<file path="config.mk">
export PLATFORM = sky130hd
export DESIGN_NAME = lfx_ctrl
export DESIGN_NICKNAME = d
export VERILOG_FILES = /design/src/design/lfx_pkg.sv /design/src/design/lfx_ctrl.sv
export SDC_FILE = /design/constraint.sdc
export NUM_CORES = 1
export LEC_CHECK = 0
export BUFFER_PORTS_ARGS = -buffer_cell sky130_fd_sc_hd__buf_4
export CELL_PAD_IN_SITES_DETAIL_PLACEMENT = 1
export CELL_PAD_IN_SITES_GLOBAL_PLACEMENT = 2
export CORE_MARGIN = 4
export CORE_UTILIZATION = 20
export DETAILED_ROUTE_END_ITERATION = 10
export GPL_TIMING_DRIVEN = 0
export PLACE_DENSITY_LB_ADDON = 0.1
export SYNTH_ARGS = -nofsm -noshare
export SYNTH_HDL_FRONTEND = slang
export SYNTH_SLANG_ARGS = --single-unit
export TNS_END_PERCENT = 100
</file>
<file path="constraint.sdc">
create_clock -name clk -period 1.7 [get_ports clk]
set_input_delay 0.255 -clock clk [delete_from_list [all_inputs] [get_ports clk]]
set_output_delay 0.255 -clock clk [all_outputs]
set_load 0.1 [all_outputs]
</file>
<file path="src/design/lfx_pkg.sv">
// ----------------------------------------------------------------------------
// lfx_pkg: shared types and constants of the LED frame effect engine
// Word layouts, command and effect codes, register indexes, and the
// controller/datapath command and status groups.
// ----------------------------------------------------------------------------
`default_nettype none

package lfx_pkg;

  // command codes
  localparam logic [1:0] CMD_SET_ONE = 2'd0;
  localparam logic [1:0] CMD_SET_ALL = 2'd1;
  localparam logic [1:0] CMD_READ    = 2'd2;
  localparam logic [1:0] CMD_EFFECT  = 2'd3;

  // effect codes (effect_select mod 5)
  localparam logic [2:0] EFF_OFF     = 3'd0;
  localparam logic [2:0] EFF_SUNRISE = 3'd1;
  localparam logic [2:0] EFF_SUNSET  = 3'd2;
  localparam logic [2:0] EFF_ON      = 3'd3;
  localparam logic [2:0] EFF_MANUAL  = 3'd4;

  localparam logic [7:0] SUN_LOW  = 8'd51;
  localparam logic [7:0] SUN_HIGH = 8'd204;
  localparam logic [7:0] CH_MAX   = 8'd255;

  localparam logic [12:0] DELAY_STEP   = 13'd1;
  localparam logic [12:0] DELAY_SUN    = 13'd6000;
  localparam logic [12:0] DELAY_MANUAL = 13'd5;

  // configuration port
  localparam int unsigned CFG_IDX_W  = 8;
  localparam int unsigned CFG_DATA_W = 16;

  localparam logic [CFG_IDX_W-1:0] REG_LED_COUNT   = 8'd0;
  localparam logic [CFG_IDX_W-1:0] REG_RED_SHIFT   = 8'd1;
  localparam logic [CFG_IDX_W-1:0] REG_GREEN_SHIFT = 8'd2;
  localparam logic [CFG_IDX_W-1:0] REG_BLUE_SHIFT  = 8'd3;

  localparam logic [8:0] RST_LED_COUNT   = 9'd256;
  localparam logic [4:0] RST_RED_SHIFT   = 5'd8;
  localparam logic [4:0] RST_GREEN_SHIFT = 5'd16;
  localparam logic [4:0] RST_BLUE_SHIFT  = 5'd0;

  typedef struct packed {
    logic [1:0] command;
    logic [7:0] led_index;
    logic [7:0] red_in;
    logic [7:0] green_in;
    logic [7:0] blue_in;
    logic [7:0] effect_select;
  } lfx_in_t;

  typedef struct packed {
    logic [7:0]  red_out;
    logic [7:0]  green_out;
    logic [7:0]  blue_out;
    logic [23:0] wire_word;
    logic [12:0] delay_ticks;
    logic        status;
  } lfx_out_t;

  // controller -> datapath
  typedef struct packed {
    logic load_item;
    logic cnt_clr;
    logic clr_wr;
    logic fill_wr;
    logic set_wr;
    logic rd_idx;
    logic rd_walk;
    logic load_out;
  } lfx_cmd_t;

  // datapath -> controller
  typedef struct packed {
    logic [1:0] command;
    logic       idx_ok;
    logic       n_zero;
    logic       cnt_last;
    logic       clr_last;
    logic       wb_pend;
  } lfx_sts_t;

endpackage

`default_nettype wire

</file>
<file path="src/design/lfx_ctrl.sv">
// ----------------------------------------------------------------------------
// lfx_ctrl: sequencer of the LED frame effect engine
// Runs the clearing pass after reset, then takes one word at a time and
// steps the datapath through set, fill, read or effect walk.
// ----------------------------------------------------------------------------
`default_nettype none

module lfx_ctrl (
  input  wire logic              clk,
  input  wire logic              rst_n,
  input  wire logic              in_valid,
  output logic                   in_ready,
  output logic                   out_valid,
  input  wire logic              out_ready,
  input  wire lfx_pkg::lfx_sts_t sts,
  output lfx_pkg::lfx_cmd_t      cmd
);

  localparam logic [2:0] ST_CLEAR = 3'd0;
  localparam logic [2:0] ST_IDLE  = 3'd1;
  localparam logic [2:0] ST_EXEC  = 3'd2;
  localparam logic [2:0] ST_FILL  = 3'd3;
  localparam logic [2:0] ST_WALK  = 3'd4;
  localparam logic [2:0] ST_FLUSH = 3'd5;
  localparam logic [2:0] ST_DONE  = 3'd6;

  logic [2:0] state_r, state_nxt;
  logic       out_valid_r, out_valid_nxt;

  always_comb begin
    state_nxt = state_r;
    cmd       = '0;
    in_ready  = 1'b0;
    case (state_r)
      ST_CLEAR: begin
        cmd.clr_wr = 1'b1;
        if (sts.clr_last) state_nxt = ST_IDLE;
      end
      ST_IDLE: begin
        in_ready    = 1'b1;
        cmd.cnt_clr = 1'b1;
        if (in_valid) begin
          cmd.load_item = 1'b1;
          state_nxt     = ST_EXEC;
        end
      end
      ST_EXEC: begin
        state_nxt = ST_DONE;
        case (sts.command)
          lfx_pkg::CMD_SET_ONE: cmd.set_wr = sts.idx_ok;
          lfx_pkg::CMD_SET_ALL: if (!sts.n_zero) state_nxt = ST_FILL;
          lfx_pkg::CMD_READ:    cmd.rd_idx = sts.idx_ok;
          lfx_pkg::CMD_EFFECT:  if (!sts.n_zero) state_nxt = ST_WALK;
          default: ;
        endcase
      end
      ST_FILL: begin
        cmd.fill_wr = 1'b1;
        if (sts.cnt_last) state_nxt = ST_DONE;
      end
      ST_WALK: begin
        cmd.rd_walk = 1'b1;
        if (sts.cnt_last) state_nxt = ST_FLUSH;
      end
      ST_FLUSH: state_nxt = ST_DONE;   // last write-back lands here
      ST_DONE: begin
        if (!out_valid_r || out_ready) begin
          cmd.load_out = 1'b1;
          state_nxt    = ST_IDLE;
        end
      end
      default: state_nxt = ST_CLEAR;
    endcase
  end

  always_comb begin
    out_valid_nxt = out_valid_r;
    if (cmd.load_out)          out_valid_nxt = 1'b1;
    else if (out_ready)        out_valid_nxt = 1'b0;
  end

  always_ff @(posedge clk) begin
    if (!rst_n) begin
      state_r     <= ST_CLEAR;
      out_valid_r <= 1'b0;
    end else begin
      state_r     <= state_nxt;
      out_valid_r <= out_valid_nxt;
    end
  end

  assign out_valid = out_valid_r;

  a_load_out_free: assert property (@(posedge clk) disable iff (!rst_n)
    cmd.load_out |-> (!out_valid_r || out_ready))
    else $error("result word overwritten while still pending");

  a_clear_quiet: assert property (@(posedge clk) disable iff (!rst_n)
    state_r == ST_CLEAR |-> !out_valid_r)
    else $error("result presented during clearing pass");

  a_flush_wb: assert property (@(posedge clk) disable iff (!rst_n)
    state_r == ST_FLUSH |-> sts.wb_pend)
    else $error("walk ended without pending write-back");

  a_walk_nonempty: assert property (@(posedge clk) disable iff (!rst_n)
    (state_r == ST_WALK || state_r == ST_FILL) |-> !sts.n_zero)
    else $error("walk started with no LEDs in use");

  a_accept_exec: assert property (@(posedge clk) disable iff (!rst_n)
    (in_valid && in_ready) |=> state_r == ST_EXEC)
    else $error("accepted word not dispatched");

endmodule

`default_nettype wire

</file>
## Word level (Yosys, flattened, before mapping)

Index checks and enable logic that the tools add are counted.

| cells by class | value |
|---|---|
| reductions and logical operators | 6 |
| eq/ne operators | 14 |
| multiplexer cells | 22 |

Operators by type and width:

| cell | number |
|---|---|
| $pmux W3 S7 | 1 |
| $mux W3 | 6 |
| $mux W1 | 11 |
| $ne A2 B2 Y1 const B | 5 |
| $eq A3 B3 Y1 const B | 3 |
| $eq A3 B2 Y1 const B | 2 |
| $mux W2 | 3 |
| $pmux W3 S2 | 1 |
| $reduce_and A5 Y1 | 1 |
| $eq A2 B2 Y1 const B | 2 |
| $eq A3 B1 Y1 const B | 1 |
| $logic_not A3 Y1 | 1 |
| $eq A2 B1 Y1 const B | 1 |
| $logic_not A2 Y1 | 1 |
| $reduce_bool A2 Y1 | 1 |
| $logic_not A1 Y1 | 1 |
| $logic_or A1 B1 Y1 | 1 |

| word-level totals | value |
|---|---|
| register bits after elaboration | 4 |
| word-level logic and storage cells | 44 |

## Longest topological paths before layout

| depth | value |
|---|---|
| word-level depth | 5 |
| mapped depth | 5 |

## Worst setup path before layout

OpenSTA, ideal clock, no wires.

| timing | value |
|---|---|
| path kind | register to output |
| from | register state_r[2] |
| to | output port cmd[7] (netlist name) |
| path buffers | 1 |
| stages on the path, launching flop included | 5 |
| arrival time | 2.810 ns |
| setup slack | -1.365 ns |
| path through | dfxtp_1 buf_6 nand2b_1 nor2_1 and2_1 |

RTL lines:

| what | RTL line | text |
|---|---|---|
| from (decl) | lfx_ctrl.sv:27 | `logic [2:0] state_r, state_nxt;` |
| from (signal assigned) | lfx_ctrl.sv:87 | `state_r <= state_nxt;` |
| to (decl) | lfx_ctrl.sv:16 | `output lfx_pkg::lfx_cmd_t cmd` |

==> impl_results.md <==
* Status: finished clean
* Max-Cap Viols at 0
* Ratio of final minimum period to clock period at 0.956
* Seq/Total Area, Yosys at 0.217
* Critical path class: register to primary output
* Core Area at approximately 1700 um^2
* Hold Path Class: input port to register
* Root Buffer: clkbuf_4
* Max Freq at approximately 600 MHz
* Post-synthesis compound-gate area fraction at 0.227
* TritonCTS Buffers at 3
* Finished Core Util at 0.391
* Final Slew Violations at 0
* DRC at 0
* Die width at 51.0 um
* Fillers at roughly 220
* Largest family of logic cells by synthesized area: simple AND/OR/NAND/NOR gates
* Synth async-reset ratio at 0
* Gate Count Post-Synth at 48
* Crit path max-delay family: simple AND/OR/NAND/NOR gates
* Initial antenna violation count at 0
* Slowest-stage cell, CP: dfxtp_1
* CP startpoint kind: register
* #FFs+latches synth at 4
* Hold buffers post-CTS at 0
* Simple-Gate Fraction of Synth Area at 0.437
* Endpoints failing hold at 0
* Clock Tree Buf Depth at 2
* Fin crit period at 1630 ps
* Synth Area in Adders at 0
* Top_reg_cell synth: dfxtp_1
* Htree depth at 1
* CTS Sinks at 4
* Mapped Nets at 59
* Drt pass-1 iters at 3
* Worst slew pin tran at approximately 280 ps
* P&R area growth vs syn at 85.1%
* Mean Syn Cell Area at 7.69 um^2
* Layout Nets at 83
* ANT cells at 0
* CP cell instances: clkbuf_4 > nor2_1 > nand3_2 > nor2_4 > buf_12
* Worst vdd ir at approximately 0.00089 V
* CP Capture Type: primary output
* Initial drt markers at 3
* Power Total at ~1100 uW
* Fin Clk Skew at 2.08 ps
* Share of cells above drive strength 1 at 0.586
* Die area at 2600 um^2
* First-pass GRT wire length at 1890 um
* Cell area after synthesis at 369 um^2
* Post-synthesis xor/xnor area fraction at 0
* Post-synth cell types at 28
* Number of global-route vias before repair at 432
* Final wirelength at between 1000 and 1500 um
* Maximum number of pins on one net before global-route repair at 11
* Number of synthesized flops with an enable pin at 0
* # IOs at 21
* CP arrival at around 1400 ps
* Routability Congestion at 0.767
* Post-route ant nets at 0
* Die height at around 50 um
* Max-slew headroom at 0.816
* Setup-failing EPs final at 0
* Via/cell ratio at 4.60
* Rows at 15
* Port bufs at 19
* CTS tree: done
* Setup Fix Bufs, Post-CTS at 0
* Vias post-DR at 437
* Worst-skew pair later-pin latency at 240 ps
* Starting density of the core at 0.211
* PwrDens at 1660 nW/um^2
* GRT Residual Overflow at 0
* Worst Path Buf+Inv at 2
* Drt wl/cell at approximately 12 um
* Mux cell area share after synthesis at 0
* Crit-path max FO at 10
* Critical path data required time at about 1400 ps
* Clock-pin slew on the worst setup and hold paths at 40 ps
* GRT Overall Usage at 0.0999
* YS warnings at 0
* Leak Pwr at about 0.00027 uW
* Final HPWL DP at 845 um
* Max incr delay on CP at 330 ps
[timing repair]
| action | CTS | global route |
|---|---|---|
| endpoints found under the setup margin | 4 | 6 |
| gates resized for setup | 9 | 12 |
| hold endpoints to repair | 0 | 0 |
[state kept, by name, summed over array words and instances (netlist names)]
name / flops
state_r: 3
out_valid: 1
[cell type report]
type	count	area, um^2	share of cell area
Sequential cell	4	82.6	0.121
Timing Repair Buffer	19	196	0.288
Clock buffer	3	22.5	0.0330
Multi-Input combinational cell	37	298	0.436
Buffer	5	45.0	0.0659
Inverter	2	7.51	0.0110
Tap cell	25	31.3	0.0458
[placed cells by master (no fill, tap or decap), types with 2 or more instances in the layout]
| master | count |
|---|---|
| dfxtp_2 | 2 |
| nor2_4 | 3 |
| nand2b_1 | 3 |
| a21oi_1 | 2 |
| nor2b_1 | 3 |
| buf_6 | 3 |
| clkbuf_4 | 4 |
| buf_4 | 16 |
| dfxtp_1 | 2 |
| inv_1 | 2 |
| nand3b_1 | 2 |
| buf_12 | 4 |
[cell families after synthesis]
kind of cell    count (synthesis)
compound gates                 11
buf+inv                         7
flops                           4
simple gates                   26
[through the flow]
| step | hold slack (ps) | setup WS (ps) | cell area, um^2 | setup TNS (ps) | cells |
|---|---|---|---|---|---|
| after floorplan | 373 | -271 | 408 | -355 | 48 |
| after global placement | 509 | 103 | 582 | 0 | 92 |
| after detailed placement | 506 | 109 | 582 | 0 | 92 |
| after CTS | 252 | 0.492 | 637 | 0 | 95 |
| after global routing | 263 | -0.389 | 683 | -0.389 | 95 |
| final | 260 | 74.9 | 683 | 0 | 95 |
[synthesized netlist by cell type (2+ instances only)]
cell	n	area share
nor2_1	5	0.051
dfxtp_1	4	0.22
inv_1	2	0.020
and2_1	2	0.034
nor2b_1	4	0.068
nand3b_1	2	0.041
nor3_1	2	0.027
nand2b_1	4	0.068
buf_2	2	0.027
a21oi_1	2	0.027
buf_4	2	0.041
[routing by layer]
layer	part of all wire	global-route usage	vias up
li1	-	-	215
met1	0.45	0.132	202
met2	0.48	0.139	16
met3	0.035	0.00875	4
met4	0.031	0.0942	0
met5	0	0	-
[worst reg2reg max path, delay by kind of cell, from the launching register on]
kind	cells	cell delay, ps
flip-flops	1	300
buffers and inverters	1	140
AND/OR/NAND/NOR	2	430
AO/OA/AOI/OAI	2	360
[power by group]
group / switching (uW) / internal [uW] / total (uW)
Combinational: 591 / 270 / 861
Clock: 46.9 / 79.5 / 126
Sequential: 25.1 / 119 / 144
Total: 663 / 468 / 1130
[final timing paths]
path / start / endpoint / slack (ps) / depth (start not counted)
setup reg to reg: state_r[2] / state_r[1] / 360 / 5
setup / recovery: state_r[0] / cmd[3] / 70 / 5
hold reg to reg: out_valid / out_valid / 590 / 2
hold / removal: rst_n / state_r[0] / 260 / 2
No activity file was read; power rests on OpenSTA's default activity.
